`src/design/rlcm_pkg.sv`:
```
package rlcm_pkg;

  localparam int OFF_W = 48;
  localparam int CNT_W = 13;
  localparam int SLOT_W = 4;
  localparam int IDX_W = 12;
  localparam int KIND_W = 3;
  localparam int STAMP_W = 32;
  localparam int EXT_W = 50;
  localparam logic [CNT_W-1:0] BUF_MAX = 13'h1FFF;

  typedef enum logic [0:0] {
    OP_LOOKUP = 1'b0,
    OP_COMMIT = 1'b1
  } op_t;

  typedef enum logic [KIND_W-1:0] {
    KIND_COPY   = 3'd0,
    KIND_HIT    = 3'd1,
    KIND_NEW    = 3'd2,
    KIND_FULL   = 3'd3,
    KIND_COMMIT = 3'd4
  } kind_t;

  typedef struct packed {
    logic [OFF_W-1:0]   base;
    logic               committed;
    logic [CNT_W-1:0]   buffered;
    logic [STAMP_W-1:0] stamp;
  } line_t;

  typedef struct packed {
    logic [KIND_W-1:0] kind;
    logic [SLOT_W-1:0] slot;
    logic [SLOT_W-1:0] source_slot;
    logic [IDX_W-1:0]  source_index;
    logic [IDX_W-1:0]  dest_index;
    logic [CNT_W-1:0]  copy_length;
    logic [CNT_W-1:0]  prefilled_bytes;
    logic [OFF_W-1:0]  unfilled_start;
    logic [OFF_W-1:0]  unfilled_end;
    logic              last;
  } res_t;

endpackage

```
`src/design/rlcm_if.sv`:
```
interface rlcm_req_if;
  logic                       valid;
  logic                       ready;
  logic                       opcode;
  logic [rlcm_pkg::OFF_W-1:0]  byte_offset;
  logic [rlcm_pkg::CNT_W-1:0]  byte_count;
  logic [rlcm_pkg::SLOT_W-1:0] line_slot;

  modport source(output valid, opcode, byte_offset, byte_count, line_slot, input ready);
  modport sink(input valid, opcode, byte_offset, byte_count, line_slot, output ready);
endinterface

interface rlcm_res_if;
  logic                        valid;
  logic                        ready;
  logic [rlcm_pkg::KIND_W-1:0] kind;
  logic [rlcm_pkg::SLOT_W-1:0] slot;
  logic [rlcm_pkg::SLOT_W-1:0] source_slot;
  logic [rlcm_pkg::IDX_W-1:0]  source_index;
  logic [rlcm_pkg::IDX_W-1:0]  dest_index;
  logic [rlcm_pkg::CNT_W-1:0]  copy_length;
  logic [rlcm_pkg::CNT_W-1:0]  prefilled_bytes;
  logic [rlcm_pkg::OFF_W-1:0]  unfilled_start;
  logic [rlcm_pkg::OFF_W-1:0]  unfilled_end;
  logic                        last;

  modport source(output valid, kind, slot, source_slot, source_index, dest_index,
                 copy_length, prefilled_bytes, unfilled_start, unfilled_end, last,
                 input ready);
  modport sink(input valid, kind, slot, source_slot, source_index, dest_index,
               copy_length, prefilled_bytes, unfilled_start, unfilled_end, last,
               output ready);
endinterface

```
`src/design/rlcm_ram.sv`:
```
module rlcm_ram #(
  parameter int WIDTH = 8,
  parameter int DEPTH = 16
) (
  input  logic                     clk,
  input  logic                     we,
  input  logic [$clog2(DEPTH)-1:0] waddr,
  input  logic [WIDTH-1:0]         wdata,
  input  logic                     re,
  input  logic [$clog2(DEPTH)-1:0] raddr,
  output logic [WIDTH-1:0]         rdata
);

  logic [WIDTH-1:0] mem [DEPTH];

  always_ff @(posedge clk) begin
    if (we) begin
      mem[waddr] <= wdata;
    end
    if (re) begin
      rdata <= mem[raddr];
    end
  end

endmodule

```
`src/design/range_line_cache_manager_unit.sv`:
```
// Metadata manager for a cache of MAX_LINES lines of LINE_BYTES bytes each. One request
// is handled at a time. A commit reads its line from the line memory, then writes it back,
// if the slot holds a valid line, as it hands off its result. A lookup reads every slot
// from the line memory once, one slot per cycle; a reservation that finds an overlapping
// line reads every slot a second time to find the next overlap, and a second copy may
// follow. The line memory has a single read port. Results leave through an output
// register, up to three per request, the last one flagged by last.
module range_line_cache_manager_unit #(
  parameter int LINE_BYTES = 4096,
  parameter int MAX_LINES = 16
) (
  input logic clk,
  input logic rst,
  rlcm_req_if.sink req,
  rlcm_res_if.source res
);
  import rlcm_pkg::*;

  localparam int SW = $clog2(MAX_LINES);
  localparam int CW = $clog2(MAX_LINES + 1);
  localparam logic [EXT_W-1:0] LINE_X = EXT_W'(LINE_BYTES);
  localparam logic [CW-1:0] NLINES = CW'(MAX_LINES);
  localparam logic [8:0] NLINES9 = 9'(MAX_LINES);

  typedef enum logic [7:0] {
    S_IDLE  = 8'b0000_0001,
    S_CRD   = 8'b0000_0010,
    S_CWR   = 8'b0000_0100,
    S_SCAN1 = 8'b0000_1000,
    S_DEC   = 8'b0001_0000,
    S_SCAN2 = 8'b0010_0000,
    S_CP2   = 8'b0100_0000,
    S_FIN   = 8'b1000_0000
  } state_t;

  state_t state;
  logic [MAX_LINES-1:0] line_valid;
  logic [STAMP_W-1:0] stamp;
  logic [OFF_W-1:0] off;
  logic [CNT_W-1:0] cnt;
  logic [SLOT_W-1:0] ls;
  logic [EXT_W-1:0] us, ue;
  logic [CW-1:0] scan_idx, nvalid;
  logic pend;
  logic [SW-1:0] pend_idx;
  logic hit_f, same_f, vic_f, free_f, c1_f, c2_f, full_r;
  logic [SW-1:0] hit_slot, same_slot, vic_slot, free_slot, c1_slot, c2_slot, dest;
  logic [OFF_W-1:0] hit_base, vic_base, c1_base, c2_base;
  logic [STAMP_W-1:0] vic_age;
  res_t o_res;
  logic o_valid;

  logic ram_we, ram_re;
  logic [SW-1:0] ram_waddr, ram_raddr;
  line_t ram_wdata, e;

  rlcm_ram #(.WIDTH($bits(line_t)), .DEPTH(MAX_LINES)) u_ram (
    .clk(clk), .we(ram_we), .waddr(ram_waddr), .wdata(ram_wdata),
    .re(ram_re), .raddr(ram_raddr), .rdata(e)
  );

  logic out_free, ev, ov, full, ls_ok;
  logic [SW-1:0] ls_addr, dest_c;
  logic [EXT_W-1:0] off_x, base_x, end_x, es, ee, os, oe, cuse, pre;
  logic [STAMP_W-1:0] age;
  logic [CNT_W:0] bsum;

  always_comb begin
    out_free = !o_valid || res.ready;
    ev = line_valid[pend_idx];
    off_x = EXT_W'(off);
    base_x = EXT_W'(e.base);
    end_x = base_x + LINE_X;
    ov = (base_x < ue) && (us < end_x);
    age = stamp - e.stamp;
    full = (nvalid >= NLINES);
    ls_ok = 9'(ls) < NLINES9;
    ls_addr = SW'(ls);
    dest_c = same_f ? same_slot : (full ? vic_slot : free_slot);
    es = (state == S_DEC) ? EXT_W'(c1_base) : EXT_W'(c2_base);
    ee = es + LINE_X;
    os = (es > us) ? es : us;
    oe = (ee < ue) ? ee : ue;
    cuse = oe - os;
    pre = LINE_X - (ue - us);
    bsum = {1'b0, e.buffered} + {1'b0, cnt};
    ram_re = 1'b0;
    ram_raddr = scan_idx[SW-1:0];
    if (state == S_CRD) begin
      ram_re = 1'b1;
      ram_raddr = ls_addr;
    end else if ((state == S_SCAN1 || state == S_SCAN2) && scan_idx < NLINES) begin
      ram_re = 1'b1;
    end
    ram_we = 1'b0;
    ram_waddr = dest;
    ram_wdata = '0;
    if (state == S_CWR && out_free && ls_ok && line_valid[ls_addr]) begin
      ram_we = 1'b1;
      ram_waddr = ls_addr;
      ram_wdata = e;
      ram_wdata.buffered = bsum[CNT_W] ? BUF_MAX : bsum[CNT_W-1:0];
      ram_wdata.committed = 1'b1;
      ram_wdata.stamp = stamp;
    end else if (state == S_FIN && out_free) begin
      ram_we = 1'b1;
      ram_wdata.base = off;
      ram_wdata.buffered = (pre > EXT_W'(BUF_MAX)) ? BUF_MAX : pre[CNT_W-1:0];
    end
  end

  assign req.ready = (state == S_IDLE);

  always_ff @(posedge clk) begin
    if (rst) begin
      state <= S_IDLE;
      line_valid <= '0;
      stamp <= '0;
      o_valid <= 1'b0;
      pend <= 1'b0;
    end else begin
      if (out_free) begin
        o_valid <= 1'b0;
      end
      unique case (state)
        S_IDLE: begin
          if (req.valid) begin
            off <= req.byte_offset;
            cnt <= req.byte_count;
            ls <= req.line_slot;
            us <= EXT_W'(req.byte_offset);
            ue <= EXT_W'(req.byte_offset) + LINE_X;
            scan_idx <= '0;
            nvalid <= '0;
            pend <= 1'b0;
            {hit_f, same_f, vic_f, free_f, c1_f, c2_f} <= '0;
            state <= (req.opcode == OP_COMMIT) ? S_CRD : S_SCAN1;
          end
        end
        S_CRD: begin
          state <= S_CWR;
        end
        S_CWR: begin
          if (out_free) begin
            if (ls_ok && line_valid[ls_addr]) begin
              stamp <= stamp + 1'b1;
            end
            o_res <= '0;
            o_res.kind <= KIND_COMMIT;
            o_res.slot <= ls;
            o_res.last <= 1'b1;
            o_valid <= 1'b1;
            state <= S_IDLE;
          end
        end
        S_SCAN1, S_SCAN2: begin
          if (pend && ev) begin
            if (state == S_SCAN1) begin
              nvalid <= nvalid + 1'b1;
              if (e.base == off) begin
                same_f <= 1'b1;
                same_slot <= pend_idx;
              end
              if (off_x >= base_x && off_x + EXT_W'(cnt) < end_x &&
                  (!hit_f || e.base < hit_base)) begin
                hit_f <= 1'b1;
                hit_slot <= pend_idx;
                hit_base <= e.base;
              end
              if (e.committed && (!vic_f || age > vic_age ||
                  (age == vic_age && e.base < vic_base))) begin
                vic_f <= 1'b1;
                vic_slot <= pend_idx;
                vic_age <= age;
                vic_base <= e.base;
              end
              if (ov && (!c1_f || e.base < c1_base)) begin
                c1_f <= 1'b1;
                c1_slot <= pend_idx;
                c1_base <= e.base;
              end
            end else if (ov && e.base > c1_base && (!c2_f || e.base < c2_base)) begin
              c2_f <= 1'b1;
              c2_slot <= pend_idx;
              c2_base <= e.base;
            end
          end
          if (pend && !ev && state == S_SCAN1 && !free_f) begin
            free_f <= 1'b1;
            free_slot <= pend_idx;
          end
          if (scan_idx < NLINES) begin
            pend <= 1'b1;
            pend_idx <= scan_idx[SW-1:0];
            scan_idx <= scan_idx + 1'b1;
          end else begin
            pend <= 1'b0;
            if (!pend) begin
              if (state == S_SCAN1) begin
                state <= S_DEC;
              end else begin
                state <= c2_f ? S_CP2 : S_FIN;
              end
            end
          end
        end
        S_DEC: begin
          if (out_free) begin
            full_r <= full;
            dest <= dest_c;
            o_res <= '0;
            if (hit_f) begin
              o_res.kind <= KIND_HIT;
              o_res.slot <= SLOT_W'(hit_slot);
              o_res.last <= 1'b1;
              o_valid <= 1'b1;
              state <= S_IDLE;
            end else if (full && !vic_f) begin
              o_res.kind <= KIND_FULL;
              o_res.last <= 1'b1;
              o_valid <= 1'b1;
              state <= S_IDLE;
            end else if (c1_f) begin
              o_res.kind <= KIND_COPY;
              o_res.slot <= SLOT_W'(dest_c);
              o_res.source_slot <= SLOT_W'(c1_slot);
              o_res.source_index <= IDX_W'(os - es);
              o_res.dest_index <= IDX_W'(os - off_x);
              o_res.copy_length <= CNT_W'(cuse);
              o_valid <= 1'b1;
              if (os == us) begin
                us <= us + cuse;
              end else begin
                ue <= ue - cuse;
              end
              scan_idx <= '0;
              state <= S_SCAN2;
            end else begin
              state <= S_FIN;
            end
          end
        end
        S_CP2: begin
          if (out_free) begin
            o_res <= '0;
            o_res.kind <= KIND_COPY;
            o_res.slot <= SLOT_W'(dest);
            o_res.source_slot <= SLOT_W'(c2_slot);
            o_res.source_index <= IDX_W'(os - es);
            o_res.dest_index <= IDX_W'(os - off_x);
            o_res.copy_length <= CNT_W'(cuse);
            o_valid <= 1'b1;
            if (os == us) begin
              us <= us + cuse;
            end else begin
              ue <= ue - cuse;
            end
            state <= S_FIN;
          end
        end
        S_FIN: begin
          if (out_free) begin
            line_valid <= (line_valid & ~(MAX_LINES'(full_r) << vic_slot)) |
                          (MAX_LINES'(1) << dest);
            o_res <= '0;
            o_res.kind <= KIND_NEW;
            o_res.slot <= SLOT_W'(dest);
            o_res.prefilled_bytes <= CNT_W'(pre);
            o_res.unfilled_start <= OFF_W'(us);
            o_res.unfilled_end <= OFF_W'(ue);
            o_res.last <= 1'b1;
            o_valid <= 1'b1;
            state <= S_IDLE;
          end
        end
        default: begin
          state <= S_IDLE;
        end
      endcase
    end
  end

  assign res.valid = o_valid;
  assign res.kind = o_res.kind;
  assign res.slot = o_res.slot;
  assign res.source_slot = o_res.source_slot;
  assign res.source_index = o_res.source_index;
  assign res.dest_index = o_res.dest_index;
  assign res.copy_length = o_res.copy_length;
  assign res.prefilled_bytes = o_res.prefilled_bytes;
  assign res.unfilled_start = o_res.unfilled_start;
  assign res.unfilled_end = o_res.unfilled_end;
  assign res.last = o_res.last;

`ifndef SYNTHESIS
  a_stamp_on_commit: assert property (@(posedge clk) disable iff (rst)
    (stamp != $past(stamp)) |-> $past(state == S_CWR))
    else $error("stamp counter moved outside a commit");
  a_second_scan_needs_overlap: assert property (@(posedge clk) disable iff (rst)
    (state == S_SCAN2) |-> c1_f)
    else $error("second scan without a first overlap");
  a_reserve_marks_dest: assert property (@(posedge clk) disable iff (rst)
    (state == S_FIN && out_free) |=> line_valid[$past(dest)])
    else $error("reserved line not marked valid");
`endif

endmodule
```
`src/flat_wrapper.sv`:
```
// flat-port wrapper written by rule: the top's interface ports become plain ports
module range_line_cache_manager_unit_flat import rlcm_pkg::*;
#(
  parameter int LINE_BYTES = 4096,
  parameter int MAX_LINES = 16
)
  (clk, rst, req_valid, req_opcode, req_byte_offset, req_byte_count, req_line_slot, req_ready, res_valid, res_kind, res_slot, res_source_slot, res_source_index, res_dest_index, res_copy_length, res_prefilled_bytes, res_unfilled_start, res_unfilled_end, res_last, res_ready);
  rlcm_req_if req_i ();
  rlcm_res_if res_i ();
  input logic clk;
  input logic rst;
  input wire logic [$bits(req_i.valid)-1:0] req_valid;
  input wire logic [$bits(req_i.opcode)-1:0] req_opcode;
  input wire logic [$bits(req_i.byte_offset)-1:0] req_byte_offset;
  input wire logic [$bits(req_i.byte_count)-1:0] req_byte_count;
  input wire logic [$bits(req_i.line_slot)-1:0] req_line_slot;
  output wire logic [$bits(req_i.ready)-1:0] req_ready;
  output wire logic [$bits(res_i.valid)-1:0] res_valid;
  output wire logic [$bits(res_i.kind)-1:0] res_kind;
  output wire logic [$bits(res_i.slot)-1:0] res_slot;
  output wire logic [$bits(res_i.source_slot)-1:0] res_source_slot;
  output wire logic [$bits(res_i.source_index)-1:0] res_source_index;
  output wire logic [$bits(res_i.dest_index)-1:0] res_dest_index;
  output wire logic [$bits(res_i.copy_length)-1:0] res_copy_length;
  output wire logic [$bits(res_i.prefilled_bytes)-1:0] res_prefilled_bytes;
  output wire logic [$bits(res_i.unfilled_start)-1:0] res_unfilled_start;
  output wire logic [$bits(res_i.unfilled_end)-1:0] res_unfilled_end;
  output wire logic [$bits(res_i.last)-1:0] res_last;
  input wire logic [$bits(res_i.ready)-1:0] res_ready;
  assign req_i.valid = req_valid;
  assign req_i.opcode = req_opcode;
  assign req_i.byte_offset = req_byte_offset;
  assign req_i.byte_count = req_byte_count;
  assign req_i.line_slot = req_line_slot;
  assign req_ready = req_i.ready;
  assign res_valid = res_i.valid;
  assign res_kind = res_i.kind;
  assign res_slot = res_i.slot;
  assign res_source_slot = res_i.source_slot;
  assign res_source_index = res_i.source_index;
  assign res_dest_index = res_i.dest_index;
  assign res_copy_length = res_i.copy_length;
  assign res_prefilled_bytes = res_i.prefilled_bytes;
  assign res_unfilled_start = res_i.unfilled_start;
  assign res_unfilled_end = res_i.unfilled_end;
  assign res_last = res_i.last;
  assign res_i.ready = res_ready;
  range_line_cache_manager_unit #(.LINE_BYTES(LINE_BYTES), .MAX_LINES(MAX_LINES)) u_core (.clk(clk), .rst(rst), .req(req_i), .res(res_i));
endmodule
```
`config.mk`:
```
export PLATFORM = sky130hd
export DESIGN_NAME = range_line_cache_manager_unit_flat
export DESIGN_NICKNAME = d
export VERILOG_FILES = /design/src/design/rlcm_pkg.sv /design/src/design/rlcm_if.sv /design/src/design/rlcm_ram.sv /design/src/design/range_line_cache_manager_unit.sv /design/src/flat_wrapper.sv
export SDC_FILE = /design/constraint.sdc
export NUM_CORES = 2
export LEC_CHECK = 0
export ABC_AREA = 1
export BUFFER_PORTS_ARGS = -buffer_cell sky130_fd_sc_hd__buf_2
export CORE_MARGIN = 2
export CORE_UTILIZATION = 45
export DETAILED_ROUTE_END_ITERATION = 6
export SLEW_MARGIN = 5
export SYNTH_ARGS = -nofsm -noshare
export SYNTH_HDL_FRONTEND = slang
export SYNTH_SLANG_ARGS = --single-unit
```
`constraint.sdc`:
```
create_clock -name clk -period 11.6 [get_ports clk]
set_input_delay 1.74 -clock clk [delete_from_list [all_inputs] [get_ports clk]]
set_output_delay 1.74 -clock clk [all_outputs]
set_load 0.01 [all_outputs]
```
==> reports/summary.txt <==
Post-synthesis register bit count: 2031
Die area: 0.2420 sq mm
Synth top area cells: edfxtp_1 (55%), ha_1 (8.8%), o21ai_0 (4.7%)
Layout cells sized above 1: 7.976%
CTS buffer count: 214
Die Y: 491.9 um
Port bufs: 229
Hpwl dp: 242.4 mm
Worst clock skew: 99.80 ps
Yosys top cell by area: edfxtp_1
Max_cap viols: 0
Sequential area share after synthesis: 56.38%
Critical path's slowest cell: o21ai_4
Fin nets: 11.48k
H-tree depth: 4
Asr flop ratio synth: 0%
Status: completed
Post-Route WL: 353.4 mm
Multi-input gate area: 0.04109 sq mm
Clock root cell: clkbuf_16
CTS tree: yes
TritonRoute pass-1 iters: 6
Total GRT Usage: 28.53%
CP required: 12220 ps
Final Slew Violations: 0
Share of the synthesized area in the top cell type: 55.30%
Via count: 81.92k
First-pass GRT wire length: 517.8 mm
Post-CTS Setup Bufs: 0
Core Area: 0.2374 sq mm
PD cells: 256.8 mW/mm^2
CP endpoint kind: flop
Kind of critical path: reg -> reg
Relative slew slack: 12.22%
Fillers: 21.43k
Unrepaired setup endpoints after global routing: false
P&R area growth vs syn: 11.55%
Logic pwr share: 47.6%
Clock latency on the worst-skew pair: 880 ps
IO Count: 230
Post-Syn Area: 0.1071 sq mm
Final worst-path cycle share: 91.58%
Max stage delay on crit path: 510 ps
Vias/cell: 5.848
WL per Instance: 25.22 um
CP top delay family: compound AO/OA/AOI/OAI gates
PostCTS Resize Cnt: 0
Clk pwr share: 23.1%
Vias in the first global route: 78.99k
RePlAce Congestion: 1.017
Setup_tns: 0 ps
Syn_area_per_cell: 10.26 sq um
Initial antenna violation count: 17
Clock period minus worst slack: 10620 ps
Worst Path Arrival: 11240 ps
Fin. Hold Viols: 0
DRC: 0
CP most frequent cell: o21ai_0
Syn Inst Count: 10.44k
Syn_nets: 11.27k
Min-delay worst type: reg -> reg
Initial Util: 45.13%
Post-route ant nets: 0
Internal power: 17110 uW
Critical path startpoint category: flop
Die width: 491.9 um
VDD IR-drop max: 0.0001999 V
P_sw: 13580 uW
Worst Path Max Fanout: 22
Clock tree buffer depth: 3
GRT Residual Overflow: 0
Setup slack, reg-to-reg: 980 ps
Max frequency: 0.09413 GHz
Post-CTS Hold Buffers: 0
Register share of total power: 29.2%
Final setup violation count: 0
Placement Rows: 179
Largest net degree at the start of global routing: 218
Post-synth EDFFs: 1973
Measured slew at the worst slew-check pin: 1317 ps
CTS Sinks: 2031
Switching part of the total: 44.25%
CP bufs+invs: 6
Reg area: 0.06041 sq mm
Hold slack: 480.0 ps
Leakage Power: 0.04696 uW
Post-synth top flop: edfxtp_1
Synth Warn #: 0
Clock transition at path regs: 60 ps
Post-synth cell types: 69
First DRT Iteration DRCs: 8654
synthesized netlist by cell type (all sizes together), types with 72 or more instances:
master  instances
o21ai        1147
nand4         176
o22ai         121
o221ai        266
xnor2          84
a21oi         608
a31oi          72
nor3          154
nand3         281
nand2        1268
inv          1165
nor2         1323
xor2          203
clkbuf        317
ha            751
edfxtp       1973
o211ai        118
state kept, by name, indices dropped and copies added (netlist names), 8 cells and up:
signal,count
u_core.state,8
u_core.ue,50
u_core.vic_base,48
u_core.res.prefilled_bytes,13
u_core.c1_base,48
u_core.us,50
u_core.off,48
u_core.stamp,32
u_core.res.unfilled_start,48
u_core.vic_age,32
u_core.res.unfilled_end,48
u_core.hit_base,48
u_core.u_ram.mem,1296
u_core.res.copy_length,13
u_core.c2_base,48
u_core.res.source_index,12
u_core.u_ram.rdata,81
u_core.line_valid,16
u_core.cnt,13
u_core.res.dest_index,12
worst paths after layout:
kind	startpoint	endpoint	cells after the start
setup / recovery	u_core.state[1]	u_core.ue[42]	49
hold / removal	u_core.line_valid[12]	u_core.line_valid[12]	2
setup reg to reg	u_core.state[1]	u_core.ue[42]	49
hold reg to reg	u_core.line_valid[12]	u_core.line_valid[12]	2
per-stage QoR:
| step | power [uW] | std cells | setup slack, ps | utilization, % | instance area, sq um |
|---|---|---|---|---|---|
| final | 30690 | 14008 | 976.6 | 50.34 | 119500 |
| after global placement | 23460 | 13601 | 791.7 | 47.25 | 112200 |
| after CTS | 30610 | 14000 | 802.1 | 50.32 | 119500 |
| after global routing | 32550 | 14002 | 125.5 | 50.34 | 119500 |
| after detailed placement | 23470 | 13601 | 814.2 | 47.25 | 112200 |
| after floorplan | 18740 | 10441 | 1751 | - | 107100 |
tightest hold or removal path, cell delays in order, from the launching register on:
cell	delay (ps)
dfxtp_1	310
o31ai_1	60
a21oi_1	60
cell type report:
| type | count | share of cell area, % |
|---|---|---|
| diodes | 8 | 0.01675 |
| clock buffers | 240 | 4.562 |
| clock inverters | 159 | 1.537 |
| inverters | 1167 | 3.687 |
| multi-input cells | 6862 | 34.38 |
| flip-flops and latches | 2031 | 50.54 |
| well taps | 3167 | 3.316 |
| repair buffers | 374 | 1.954 |
power groups by stage:
| stage | logic (uW) | registers [uW] | clock network [uW] |
|---|---|---|---|
| 2_1_floorplan | 9900 | 8830 | 0 |
| 3_3_place_gp | 14400 | 9090 | 0 |
| 3_5_place_dp | 14400 | 9090 | 0 |
| 4_1_cts | 14500 | 8940 | 7200 |
| 5_1_grt | 16100 | 8980 | 7490 |
| 6_report | 14600 | 8970 | 7100 |
per-layer routing:
metal | vias to the layer above | track usage [%] | share of wire (%)
li1 | 37819 | - | -
met1 | 40369 | 41.45 | 45
met4 | 4 | 8.979 | 3.2
met5 | - | 0 | 0.0062
met3 | 544 | 3.376 | 7.0
met2 | 3185 | 44.65 | 45
logic make-up after synthesis:
| kind of cell | Yosys count | share of synthesized area [%] |
|---|---|---|
| buffers and inverters | 1548 | 5.555 |
| AND/OR/NAND/NOR | 3297 | 12.91 |
| flip-flops | 2031 | 56.38 |
| AO/OA/AOI/OAI | 2517 | 13.86 |
| XOR/XNOR | 288 | 2.367 |
| adder cells (fa/ha/maj) | 759 | 8.920 |
| multiplexers | 1 | 0.009343 |
cells in the final DEF (no fill, tap or decap), types with 29 or more instances in the layout:
master and count:
nand3_1 275, buf_4 137, o21ai_1 111, xnor2_1 84
dfxtp_1 58, nand2_1 1260, inv_2 30, o22ai_1 117
a21oi_1 607, o221ai_1 266, inv_1 1131, ha_1 751
a211oi_1 33, clkinv_1 50, o21ai_0 995, a31oi_1 72
clkinv_2 44, bufinv_16 29, nor2_1 1285, o211ai_1 118
nor3_1 146, o21ai_2 30, nand4_1 174, clkbuf_16 214
o21a_1 33, nor4_1 50, buf_2 229, xor2_1 203
edfxtp_1 1973
(Power assumes the default switching activity.)
